===== src/rtl/sst_pkg.sv =====
// swap slot table package: operation and status codes, result record
// no dependencies; used by sst_tag_ram, sst_engine and swap_slot_table_top
package sst_pkg;

    localparam int PAGE_W      = 20;
    localparam int SLOT_OUT_W  = 4;
    localparam int COUNT_OUT_W = 5;
    localparam int S_TDATA_W   = 24;
    localparam int S_TUSER_W   = 2;
    localparam int M_TDATA_W   = 16;

    typedef enum logic [1:0] {
        OP_SWAP_OUT = 2'd0,
        OP_SWAP_IN  = 2'd1,
        OP_QUERY    = 2'd2,
        OP_CLEAR    = 2'd3
    } t_op;

    typedef enum logic [2:0] {
        ST_OK        = 3'd0,
        ST_NOT_READY = 3'd1,
        ST_FULL      = 3'd2,
        ST_NOT_FOUND = 3'd3,
        ST_NO_FRAME  = 3'd4
    } t_status;

    typedef struct packed {
        logic [COUNT_OUT_W-1:0] slots_in_use;
        logic                   page_present;
        logic [SLOT_OUT_W-1:0]  slot_index;
        t_status                status;
    } t_result;

endpackage


===== src/rtl/sst_tag_ram.sv =====
// page tag storage: one write port, one read port, registered read data
// depends on sst_pkg for the tag width
module sst_tag_ram #(
    parameter int DEPTH = 16,
    parameter int AW    = 4
) (
    input  logic                      i_clk,
    input  logic                      i_wr_en,
    input  logic [AW-1:0]             i_wr_addr,
    input  logic [sst_pkg::PAGE_W-1:0] i_wr_data,
    input  logic                      i_rd_en,
    input  logic [AW-1:0]             i_rd_addr,
    output logic [sst_pkg::PAGE_W-1:0] o_rd_data
);

    logic [sst_pkg::PAGE_W-1:0] r_mem [DEPTH];
    logic [sst_pkg::PAGE_W-1:0] r_rd_data;

    always_ff @(posedge i_clk) begin
        if (i_wr_en) begin
            r_mem[i_wr_addr] <= i_wr_data;
        end
    end

    always_ff @(posedge i_clk) begin
        if (i_rd_en) begin
            r_rd_data <= r_mem[i_rd_addr];
        end
    end

    assign o_rd_data = r_rd_data;

endmodule


===== src/rtl/sst_engine.sv =====
// slot walk sequencer: walks the tag ram one slot per cycle, tracks first
// hit and first free slot, then commits valid bits, count and tag write
// depends on sst_pkg and sst_tag_ram
module sst_engine #(
    parameter int SLOT_COUNT = 16
) (
    input  logic                       i_clk,
    input  logic                       i_rst_n,
    input  logic                       i_enabled,
    input  logic                       i_in_valid,
    output logic                       o_in_ready,
    input  sst_pkg::t_op               i_operation,
    input  logic [sst_pkg::PAGE_W-1:0] i_page_number,
    input  logic                       i_frame_granted,
    output logic                       o_res_valid,
    input  logic                       i_res_ready,
    output sst_pkg::t_result           o_res
);

    localparam int IW = (SLOT_COUNT > 1) ? $clog2(SLOT_COUNT) : 1;
    localparam int CW = $clog2(SLOT_COUNT + 1);
    localparam logic [IW-1:0] LAST_IDX  = IW'(SLOT_COUNT - 1);
    localparam logic [CW-1:0] SLOT_CNT  = CW'(SLOT_COUNT);

    typedef enum logic [2:0] {
        S_IDLE = 3'b001,
        S_WALK = 3'b010,
        S_DONE = 3'b100
    } t_state;

    t_state                     r_state;
    logic [CW-1:0]              r_rd_cnt;
    logic                       r_cmp_v;
    logic [IW-1:0]              r_cmp_idx;
    logic                       r_cmp_vbit;
    logic                       r_hit;
    logic [IW-1:0]              r_hit_idx;
    logic                       r_free;
    logic [IW-1:0]              r_free_idx;
    sst_pkg::t_op               r_op;
    logic [sst_pkg::PAGE_W-1:0] r_page;
    logic                       r_frame;
    logic [SLOT_COUNT-1:0]      r_valid;
    logic [CW-1:0]              r_count;

    logic [SLOT_COUNT-1:0]      n_valid;
    logic [CW-1:0]              n_count;
    logic                       accept;
    logic                       issue;
    logic                       commit;
    logic                       walk_end;
    logic                       cmp_hit;
    logic [IW-1:0]              rd_addr;
    logic [sst_pkg::PAGE_W-1:0] rd_tag;
    logic                       mem_we;
    sst_pkg::t_status           status;
    logic [IW-1:0]              slot;

    assign o_in_ready = r_state == S_IDLE;
    assign accept     = i_in_valid && o_in_ready;
    assign issue      = (r_state == S_WALK) && (r_rd_cnt != SLOT_CNT);
    assign rd_addr    = r_rd_cnt[IW-1:0];
    assign cmp_hit    = r_cmp_v && r_cmp_vbit && (rd_tag == r_page);
    assign walk_end   = r_cmp_v && (r_cmp_idx == LAST_IDX);
    assign o_res_valid = r_state == S_DONE;
    assign commit     = o_res_valid && i_res_ready;

    sst_tag_ram #(
        .DEPTH (SLOT_COUNT),
        .AW    (IW)
    ) u_tag_ram (
        .i_clk     (i_clk),
        .i_wr_en   (mem_we),
        .i_wr_addr (r_free_idx),
        .i_wr_data (r_page),
        .i_rd_en   (issue),
        .i_rd_addr (rd_addr),
        .o_rd_data (rd_tag)
    );

    // outcome of the finished walk, or of a clear
    always_comb begin
        n_valid = r_valid;
        n_count = r_count;
        mem_we  = 1'b0;
        status  = sst_pkg::ST_OK;
        slot    = '0;
        case (r_op)
            sst_pkg::OP_SWAP_OUT: begin
                if (!i_enabled) begin
                    status = sst_pkg::ST_NOT_READY;
                end else if (r_hit) begin
                    slot = r_hit_idx;
                end else if (!r_free) begin
                    status = sst_pkg::ST_FULL;
                end else begin
                    slot                = r_free_idx;
                    n_valid[r_free_idx] = 1'b1;
                    n_count             = r_count + CW'(1);
                    mem_we              = commit;
                end
            end
            sst_pkg::OP_SWAP_IN: begin
                if (!i_enabled) begin
                    status = sst_pkg::ST_NOT_READY;
                end else if (!r_hit) begin
                    status = sst_pkg::ST_NOT_FOUND;
                end else begin
                    slot = r_hit_idx;
                    if (!r_frame) begin
                        status = sst_pkg::ST_NO_FRAME;
                    end else begin
                        n_valid[r_hit_idx] = 1'b0;
                        if (r_count != '0) begin
                            n_count = r_count - CW'(1);
                        end
                    end
                end
            end
            sst_pkg::OP_QUERY: begin
                if (r_hit) begin
                    slot = r_hit_idx;
                end
            end
            default: begin
                n_valid = '0;
                n_count = '0;
            end
        endcase
    end

    assign o_res.status       = status;
    assign o_res.slot_index   = sst_pkg::SLOT_OUT_W'(slot);
    assign o_res.page_present = r_hit;
    assign o_res.slots_in_use = sst_pkg::COUNT_OUT_W'(n_count);

    always_ff @(posedge i_clk) begin
        if (!i_rst_n) begin
            r_state <= S_IDLE;
            r_cmp_v <= 1'b0;
            r_valid <= '0;
            r_count <= '0;
        end else begin
            case (r_state)
                S_IDLE: begin
                    r_cmp_v <= 1'b0;
                    if (accept) begin
                        r_state <= (i_operation == sst_pkg::OP_CLEAR) ? S_DONE : S_WALK;
                    end
                end
                S_WALK: begin
                    r_cmp_v <= issue;
                    if (walk_end) begin
                        r_state <= S_DONE;
                    end
                end
                S_DONE: begin
                    r_cmp_v <= 1'b0;
                    if (commit) begin
                        r_valid <= n_valid;
                        r_count <= n_count;
                        r_state <= S_IDLE;
                    end
                end
                default: begin
                    r_state <= S_IDLE;
                end
            endcase
        end
    end

    always_ff @(posedge i_clk) begin
        if (accept) begin
            r_op     <= i_operation;
            r_page   <= i_page_number;
            r_frame  <= i_frame_granted;
            r_rd_cnt <= '0;
            r_hit    <= 1'b0;
            r_free   <= 1'b0;
        end else begin
            if (issue) begin
                r_rd_cnt <= r_rd_cnt + CW'(1);
            end
            if (cmp_hit && !r_hit) begin
                r_hit     <= 1'b1;
                r_hit_idx <= r_cmp_idx;
            end
            if (r_cmp_v && !r_cmp_vbit && !r_free) begin
                r_free     <= 1'b1;
                r_free_idx <= r_cmp_idx;
            end
        end
        r_cmp_idx  <= rd_addr;
        r_cmp_vbit <= r_valid[rd_addr];
    end

    a_count_range: assert property (@(posedge i_clk) disable iff (!i_rst_n)
        r_count <= SLOT_CNT)
        else $error("slot count out of range");

    a_count_matches_valid: assert property (@(posedge i_clk) disable iff (!i_rst_n)
        CW'($countones(r_valid)) == r_count)
        else $error("slot count differs from occupied slots");

    a_write_free_slot: assert property (@(posedge i_clk) disable iff (!i_rst_n)
        mem_we |-> !r_valid[r_free_idx])
        else $error("tag write into occupied slot");

    a_commit_idle: assert property (@(posedge i_clk) disable iff (!i_rst_n)
        commit |=> r_state == S_IDLE)
        else $error("sequencer not idle after commit");

endmodule


===== src/rtl/swap_slot_table_top.sv =====
// Swap slot table. Each transaction walks the whole tag ram, one slot read
// per cycle. Swap-out, swap-in and query go from acceptance through a walk
// of SLOT_COUNT slot reads, each compared once its ram read data is
// registered, to a commit into the output register. A clear skips the walk.
// The walk is paced by the single tag ram read port. The output register
// holds a finished result while the next transaction is accepted and walked.
// Valid bits and the slot count are flops cleared by reset; the tag ram
// needs no clearing pass.
// depends on sst_pkg and sst_engine
module swap_slot_table_top #(
    parameter int SLOT_COUNT = 16
) (
    input  logic                          i_clk,
    input  logic                          i_rst_n,
    input  logic                          i_cfg_we,
    input  logic                          i_cfg_wdata,
    input  logic                          i_s_tvalid,
    output logic                          o_s_tready,
    input  logic [sst_pkg::S_TDATA_W-1:0] i_s_tdata,  // page_number, frame_granted
    input  logic [sst_pkg::S_TUSER_W-1:0] i_s_tuser,  // operation
    output logic                          o_m_tvalid,
    input  logic                          i_m_tready,
    output logic [sst_pkg::M_TDATA_W-1:0] o_m_tdata   // status, slot_index,
                                                      // page_present, slots_in_use
);

    logic             r_enabled;
    logic             r_out_valid;
    sst_pkg::t_result r_out;

    logic             res_valid;
    logic             res_ready;
    sst_pkg::t_result res;

    assign res_ready = !r_out_valid || i_m_tready;

    sst_engine #(
        .SLOT_COUNT (SLOT_COUNT)
    ) u_engine (
        .i_clk           (i_clk),
        .i_rst_n         (i_rst_n),
        .i_enabled       (r_enabled),
        .i_in_valid      (i_s_tvalid),
        .o_in_ready      (o_s_tready),
        .i_operation     (sst_pkg::t_op'(i_s_tuser)),
        .i_page_number   (i_s_tdata[sst_pkg::PAGE_W-1:0]),
        .i_frame_granted (i_s_tdata[sst_pkg::PAGE_W]),
        .o_res_valid     (res_valid),
        .i_res_ready     (res_ready),
        .o_res           (res)
    );

    always_ff @(posedge i_clk) begin
        if (!i_rst_n) begin
            r_enabled   <= 1'b0;
            r_out_valid <= 1'b0;
        end else begin
            if (i_cfg_we) begin
                r_enabled <= i_cfg_wdata;
            end
            if (res_ready) begin
                r_out_valid <= res_valid;
            end
        end
    end

    always_ff @(posedge i_clk) begin
        if (res_valid && res_ready) begin
            r_out <= res;
        end
    end

    assign o_m_tvalid = r_out_valid;
    assign o_m_tdata  = sst_pkg::M_TDATA_W'(r_out);

endmodule


===== config.mk =====
export PLATFORM = sky130hd
export DESIGN_NAME = swap_slot_table_top
export DESIGN_NICKNAME = d
export VERILOG_FILES = /design/src/rtl/sst_pkg.sv /design/src/rtl/sst_tag_ram.sv /design/src/rtl/sst_engine.sv /design/src/rtl/swap_slot_table_top.sv
export SDC_FILE = /design/constraint.sdc
export NUM_CORES = 1
export LEC_CHECK = 0
export ABC_AREA = 1
export BUFFER_PORTS_ARGS = -buffer_cell sky130_fd_sc_hd__buf_2
export CORE_UTILIZATION = 60
export DETAILED_ROUTE_END_ITERATION = 8
export PLACE_DENSITY = 0.79
export SLEW_MARGIN = 20
export SYNTH_ARGS = -nofsm -noshare
export SYNTH_HDL_FRONTEND = slang
export SYNTH_SLANG_ARGS = --single-unit

===== constraint.sdc =====
create_clock -name i_clk -period 4.15 [get_ports i_clk]
set_input_delay 0.415 -clock i_clk [delete_from_list [all_inputs] [get_ports i_clk]]
set_output_delay 0.415 -clock i_clk [all_outputs]
set_load 0.03 [all_outputs]

==> flow_summary_export.csv, run 1 <==
group,metric,value,unit
outcome,status,"finished clean",
timing,finalClockSkew,0.0189,ns
worst_setup_path,crit_required,4.30,ns
worst_setup_path,worstPathMaxFanout,20,
grt,antenna_found_initial,0,
drt,wl_per_cell,20.6,µm
worst_setup_path,crit_top_cell,"inv_1",
timing,fin_crit_sh,66.7,%
synthesis,synth_flop_cell,"edfxtp_1",
power,ir_drop,0.492,mV
finish,final_nets,1527,
worst_setup_path,slowest_stage,"inv_1",
synthesis,synth_area_leader_cell,"edfxtp_1",
worst_setup_path,crit_path_end_kind,"register",
synthesis,synth-adder-area-share,0.294,%
finish,antenna_cells,0,
synthesis,synth_common_cells,"edfxtp_1 (384), nor2_1 (231), nand2_1 (213)",
synthesis,synth_top_family_by_area,"simple AND/OR/NAND/NOR gates",
grt,grt_pass1_vias,10900,
cts,cts_hold_buf,0,
timing,fin_tns_setup,0,ns
worst_setup_path,critical_path_buf_inv_count,2,
die,start_util,61.1,%
timing,rsz0062_at_grt,"false",
die,chipWidth,170,µm
timing,worst_slew_pin_slew,1.10,ns
drt,vias_per_cell,6.07,
synthesis,ys_seq_area_share,72.4,%
timing,hold_viol,0,
synthesis,synth_mux_area_share,0,%
min_path,hold_class,"in -> reg",
cts,clock-sinks,423,
finish,multi_input_area,4180,µm²
synthesis,syn_area_per_cell,11.7,µm²
grt,grt_first_pass_wirelength,60200,µm
finish,drive_gt1_share,9.54,%
finish,syn_to_final_growth,11.0,%
synthesis,synth.most_common_cell,"edfxtp_1",
grt,grt_remaining_overflow,0,
drt,drt_iter0_drc,1503,
power,power.leakage,6.57,nW
flow_run,max-cap-violations,0,
cts,h-tree-depth,2,
timing,slew_violations,0,
synthesis,synth-seq-cells,423,
synthesis,synth_edf_count,384,
die,rows,61,
finish,ff_latch_area,12300,µm²
power,power_density,593,nW/µm²
drt,drc,0,
synthesis,synth-simple-area-share,13.0,%
die,die_area,29000,µm²
timing,timing.slew.headroom,26.6,%
cts,cts_made_buffers,42,
timing,post-route-min-period,2.77,ns
cts,cts.clk_slew.worst_paths,0.06,ns
placed_design,portBuffers,43,
die,ios,50,
drt,postRouteAntennaNets,0,
grt,grt_max_degree,176,
cts,post_cts_buffers,0,
worst_setup_path,startpoint_type,"register",
drt,vias,11500,
cts,cts_resized,0,
drt,routed_wl,39200,µm
synthesis,synth.distinct_cells,32,
placed_design,dp_hpwl,19800,µm
worst_setup_path,crit_type,"reg -> reg",
cts,clk_latency,0.55,ns
synthesis,ys_warn_count,0,
grt,grtUsageTotal,27.9,%
die,core-area,27900,µm²
timing,fmax,361,MHz
synthesis,synth_compound_area_share,10.2,%
synthesis,synth_area_leaders,"edfxtp_1 (68%), o21ai_0 (5.7%), nor2_1 (5.1%)",
synthesis,synth_area,17000,µm²
cts,cts_tree,"done",
die,die_h,170,µm
worst_setup_path,path_cells,"nor2_2 > inv_1 > nor2_4 > nand3_1 > inv_1",
finish,fillers,1921,
cts,cts.path.max_buffers,3,
worst_setup_path,cp_top_family,"buffers and inverters",
synthesis,synth_xor_area_share,0.618,%
synthesis,yosys.area.top_type_share,67.8,%
timing,hold_slack,0.0417,ns
synthesis,ys_async_sr_fraction,0,%
placed_design,finalWeightedCongestion,0.910,
worst_setup_path,cp_slowest_stage_delay,0.83,ns
timing,finalSetupViolations,0,
worst_setup_path,cp.arrival,2.92,ns
synthesis,synthCells,1453,
drt,dr.pass1.iters,5,
cts,cts-root-buf,"clkbuf_16",
-- per-layer routing --
layer,part of all wire [%],global-route usage [%],vias up,routed length (µm)
met2,47,44.8,693,18600
li1,-,-,5255,-
met1,39,38.6,5459,15300
met5,0,0,-,0
met3,10,4.12,105,4090
met4,3.1,11.3,0,1200
-- power by group --
part | total, mW | switching, mW | internal [mW]
logic | 2.36 | 1.65 | 0.711
clock network | 3.45 | 1.52 | 1.93
registers | 5.39 | 0.301 | 5.08
-- path summary, 6_finish.rpt --
path | startpoint | endpoint | slack, ns | depth (start not counted)
max | u_engine.r_op[1] | u_engine.u_tag_ram.r_mem[3][15] | 1.38 | 5
min | i_s_tdata[9] | u_engine.r_page[9] | 0.04 | 1
max reg2reg | u_engine.r_op[1] | u_engine.u_tag_ram.r_mem[3][15] | 1.38 | 5
min reg2reg | u_engine.r_rd_cnt[3] | u_engine.r_cmp_idx[3] | 0.44 | 0
-- stage by stage --
step,util [%],total power [mW],worst slack [ns],std cells,instance area [µm²]
finish,67.8,11.2,1.38,1898,18900
global route,67.8,11.7,1.24,1898,18900
CTS,67.8,11.2,1.42,1898,18900
detailed placement,63.4,7.79,1.43,1825,17700
global placement,63.4,7.68,1.50,1825,17700
floorplan,-,7.09,1.08,1455,17000
-- cell usage in the layout, fill, tap and decap left out, drive strengths merged, types with 2 or more instances in the layout --
cell type,instances
xnor2,7
inv,72
clkbuf,53
nand4,26
conb,3
clkinv,19
nor3,15
xor2,5
dfxtp,39
o21bai,2
nor2,236
a21oi,41
edfxtp,384
o21ai,196
nand2,214
o22ai,83
ha,4
buf,66
nand3,47
-- worst register-to-register path: cells and delay by family (launching register included) --
| family | cells | cell delay [ns] |
|---|---|---|
| AND/OR/NAND/NOR | 3 | 0.75 |
| buffers and inverters | 2 | 0.98 |
| flip-flops | 1 | 0.64 |
-- flip-flops by register name, indices dropped and copies added, names as in the netlist, 5 cells and up --
| name | count |
|---|---|
| o_m_tdata | 13 |
| u_engine.r_count | 5 |
| u_engine.r_page | 20 |
| u_engine.r_rd_cnt | 5 |
| u_engine.r_valid | 16 |
| u_engine.u_tag_ram.o_rd_data | 20 |
| u_engine.u_tag_ram.r_mem | 320 |
-- final cells by class --
type / count / area share (%)
sequential: 423 / 65.2
multi-input combinational: 886 / 22.1
clock buffer: 53 / 5.78
tap: 378 / 2.50
timing repair buffer: 66 / 2.19
inverter: 72 / 1.44
clock inverter: 20 / 0.762
-- logic make-up (layout without fill, tap and decap cells) --
kind of cell | count (synthesis) | in the layout
and+or+nand+nor | 542 | 542
DFF | 423 | 423
AOI/OAI and AO/OA | 325 | 325
buffers and inverters | 146 | 211
xor gates and xnor gates | 12 | 12
adders and majority gates | 4 | 4
other | 1 | 3
Power figures use the tool's default switching activity.
==> inputs of run 2 (changes only) <==
--- a/config.mk
+++ b/config.mk
@@ -5,7 +5,7 @@
 export SDC_FILE = /design/constraint.sdc
 export NUM_CORES = 1
 export LEC_CHECK = 0
-export ABC_AREA = 1
+export ABC_AREA = 0
 export BUFFER_PORTS_ARGS = -buffer_cell sky130_fd_sc_hd__buf_2
 export CORE_UTILIZATION = 60
 export DETAILED_ROUTE_END_ITERATION = 8
==> constraint.sdc (replaced) <==
create_clock -name i_clk -period 2.8 [get_ports i_clk]
set_input_delay 0.28 -clock i_clk [delete_from_list [all_inputs] [get_ports i_clk]]
set_output_delay 0.28 -clock i_clk [all_outputs]
set_load 0.03 [all_outputs]
==> run 2 against run 1 <==
  * Sequential share of layout area decreased by 1.1 points
  * Cell count decreased by 29%
  * Wire length decreased by 7.8%
  * Clock skew increased by 0.0065 ns
  * Via count decreased by 24%
  * Highest routed layer unchanged
==> flow_summary_export.csv, run 2 <==
group,metric,value,unit
timing,post-route-min-period,2.51,ns
die,start_util,61.3,%
timing,worst_slew_pin_slew,0.906,ns
drt,wl_per_cell,26.7,µm
drt,vias,8708,
finish,final_nets,1016,
synthesis,ys_seq_area_share,74.3,%
drt,vias_per_cell,6.44,
die,die_h,168,µm
placed_design,portBuffers,43,
placed_design,dp_hpwl,20100,µm
worst_setup_path,crit_top_cell,"buf_4",
flow_run,max-cap-violations,0,
drt,routed_wl,36100,µm
finish,final_common_cell,"edfxtp_1",
grt,grt_pass1_vias,8891,
synthesis,synth.distinct_cells,59,
cts,cts-root-buf,"clkbuf_16",
timing,rsz0062_at_grt,"false",
grt,grtUsageTotal,26.6,%
finish,antenna_cells,0,
finish,fillers,1558,
cts,post_cts_buffers,0,
timing,fmax,398,MHz
synthesis,synth_area,16600,µm²
synthesis,synth.most_common_cell,"edfxtp_1",
timing,timing.slew.headroom,38.7,%
drt,dr.pass1.iters,5,
drt,drc,0,
placed_design,finalWeightedCongestion,0.904,
worst_setup_path,path_cells,"or3b_1 > nor3_4 > buf_4 > nand4b_1 > nor2_2 > buf_4",
worst_setup_path,cp.arrival,2.71,ns
synthesis,syn_area_per_cell,19.4,µm²
synthesis,synth_edf_count,384,
finish,final_cell_mix,"edfxtp_1 (384), mux4_2 (105), buf_4 (58), clkbuf_16 (43), buf_2 (43)",
finish,largest_reg_flops,320,
grt,grt_remaining_overflow,0,
timing,slew_violations,0,
power,ir_drop,0.781,mV
synthesis,ys_warn_count,0,
drt,drt_iter0_drc,946,
finish,ff_latch_area,12300,µm²
grt,antenna_found_initial,0,
die,core-area,27000,µm²
worst_setup_path,slowest_stage,"or3b_1",
finish,syn_to_final_growth,15.9,%
timing,finalSetupViolations,0,
finish,top_register,"u_engine.u_tag_ram.r_mem",
timing,finalClockSkew,0.0253,ns
worst_setup_path,cp_slowest_stage_delay,0.42,ns
die,rows,60,
die,chipWidth,168,µm
worst_setup_path,rrSetupSlack,0.29,ns
worst_setup_path,crit_required,2.99,ns
power,power_density,664,nW/µm²
cts,clk_latency,0.54,ns
outcome,status,"finished clean",
timing,hold_viol,0,
synthesis,ys_async_sr_fraction,0,%
grt,grt_first_pass_wirelength,54000,µm
die,ios,50,
finish,drive_gt1_share,29.5,%
grt,grt_max_degree,43,
power,power.leakage,6.12,nW
drt,postRouteAntennaNets,0,
synthesis,synth_flop_cell,"edfxtp_1",
synthesis,synth_common_cells,"edfxtp_1 (384), mux4_2 (105), nor2_1 (53)",
timing,hold_slack,0.0279,ns
cts,cts_made_buffers,42,
synthesis,synth-seq-cells,423,
worst_setup_path,crit_path_end_kind,"register",
cts,h-tree-depth,2,
synthesis,yosys.area.top_type_share,69.6,%
worst_setup_path,crit_type,"reg -> reg",
synthesis,synthCells,853,
cts,clock-sinks,423,
finish,multi_input_area,4120,µm²
timing,fin_crit_sh,89.8,%
worst_setup_path,worstPathMaxFanout,15,
min_path,hold_class,"in -> reg",
cts,cts.path.max_buffers,3,
worst_setup_path,startpoint_type,"register",
die,die_area,28300,µm²
finish,fin_util,71.1,%
cts,cts.clk_slew.worst_paths,0.06,ns
cts,cts_tree,"done",
synthesis,synth_area_leader_cell,"edfxtp_1",
synthesis,synth_area_leaders,"edfxtp_1 (70%), mux4_2 (14%), dfxtp_1 (4.7%)",
## run 2: cell count changes after synthesis, sizes merged, moves of 12 or more
cell	delta
a31oi	+12
nor2	-183
clkbuf	-13
o21ai	-169
nand2	-206
nand3	-42
xor2	+14
mux4	+105
nand4	-22
inv	-62
o22ai	-82
## run 2: power by group
part,internal [mW],switching [mW],leakage [nW]
sequential,6.95,0.0859,3.79
combinational,0.204,0.237,1.70
clock,3.05,2.22,0.635
## run 2: logic make-up after synthesis
kind of cell	count (synthesis)	synth area share (%)
buffers and inverters	59	1.45
other	1	0.0226
AOI/OAI and AO/OA	96	3.47
DFF	423	74.3
muxes	108	14.5
adders and majority gates	4	0.302
and+or+nand+nor	135	4.58
xor gates and xnor gates	27	1.43
## run 2: path summary, 6_finish.rpt
check | from | to | cells past startpoint
worst max-delay path | u_engine.r_op[1] | u_engine.u_tag_ram.r_mem[13][14] | 6
worst min-delay path | i_cfg_wdata | r_enabled | 3
worst max register to register | u_engine.r_op[1] | u_engine.u_tag_ram.r_mem[13][14] | 6
worst min register to register | u_engine.r_cmp_idx[0] | u_engine.r_free_idx[0] | 0
## run 2: metal layers
layer | vias up | GRT usage [%] | share of wire, %
met2 | 439 | 44.4 | 51
met3 | 60 | 4.87 | 8.1
met4 | 0 | 8.81 | 2.4
met5 | - | 0 | 0
met1 | 4472 | 36.0 | 39
li1 | 3737 | - | -
## run 2: layout make-up
type                       instances  area share (%)
clock buffer                      55            5.94
inverter                           9           0.176
timing repair buffer             131            5.32
clock inverter                    20           0.769
multi-input combinational        373            21.4
sequential                       423            64.2
tap                              341            2.22
## run 2: through the flow
| stage | instance area (µm²) | TNS, ns | setup WS (ns) | total power [mW] | instances |
|---|---|---|---|---|---|
| after floorplan | 16600 | -17.45 | -0.291 | 7.41 | 855 |
| final | 19200 | 0 | 0.285 | 12.7 | 1352 |
| after global routing | 19200 | 0 | 0.212 | 13.1 | 1352 |
| after CTS | 19200 | 0 | 0.335 | 12.8 | 1352 |
| after global placement | 17700 | 0 | 0.420 | 7.56 | 1254 |
| after detailed placement | 17700 | 0 | 0.384 | 7.57 | 1254 |
## run 2: timing repair
item / 4_1_cts / 5_1_grt
gates resized for setup: 0 / 0
hold buffers: 23 / 0
endpoints found under the hold margin: 23 / 0
## run 2: critical path, delay by kind of cell (launching register included)
| family | cells | cell delay [ns] |
|---|---|---|
| and+or+nand+nor | 4 | 1.23 |
| buffers and inverters | 2 | 0.54 |
| DFF | 1 | 0.39 |
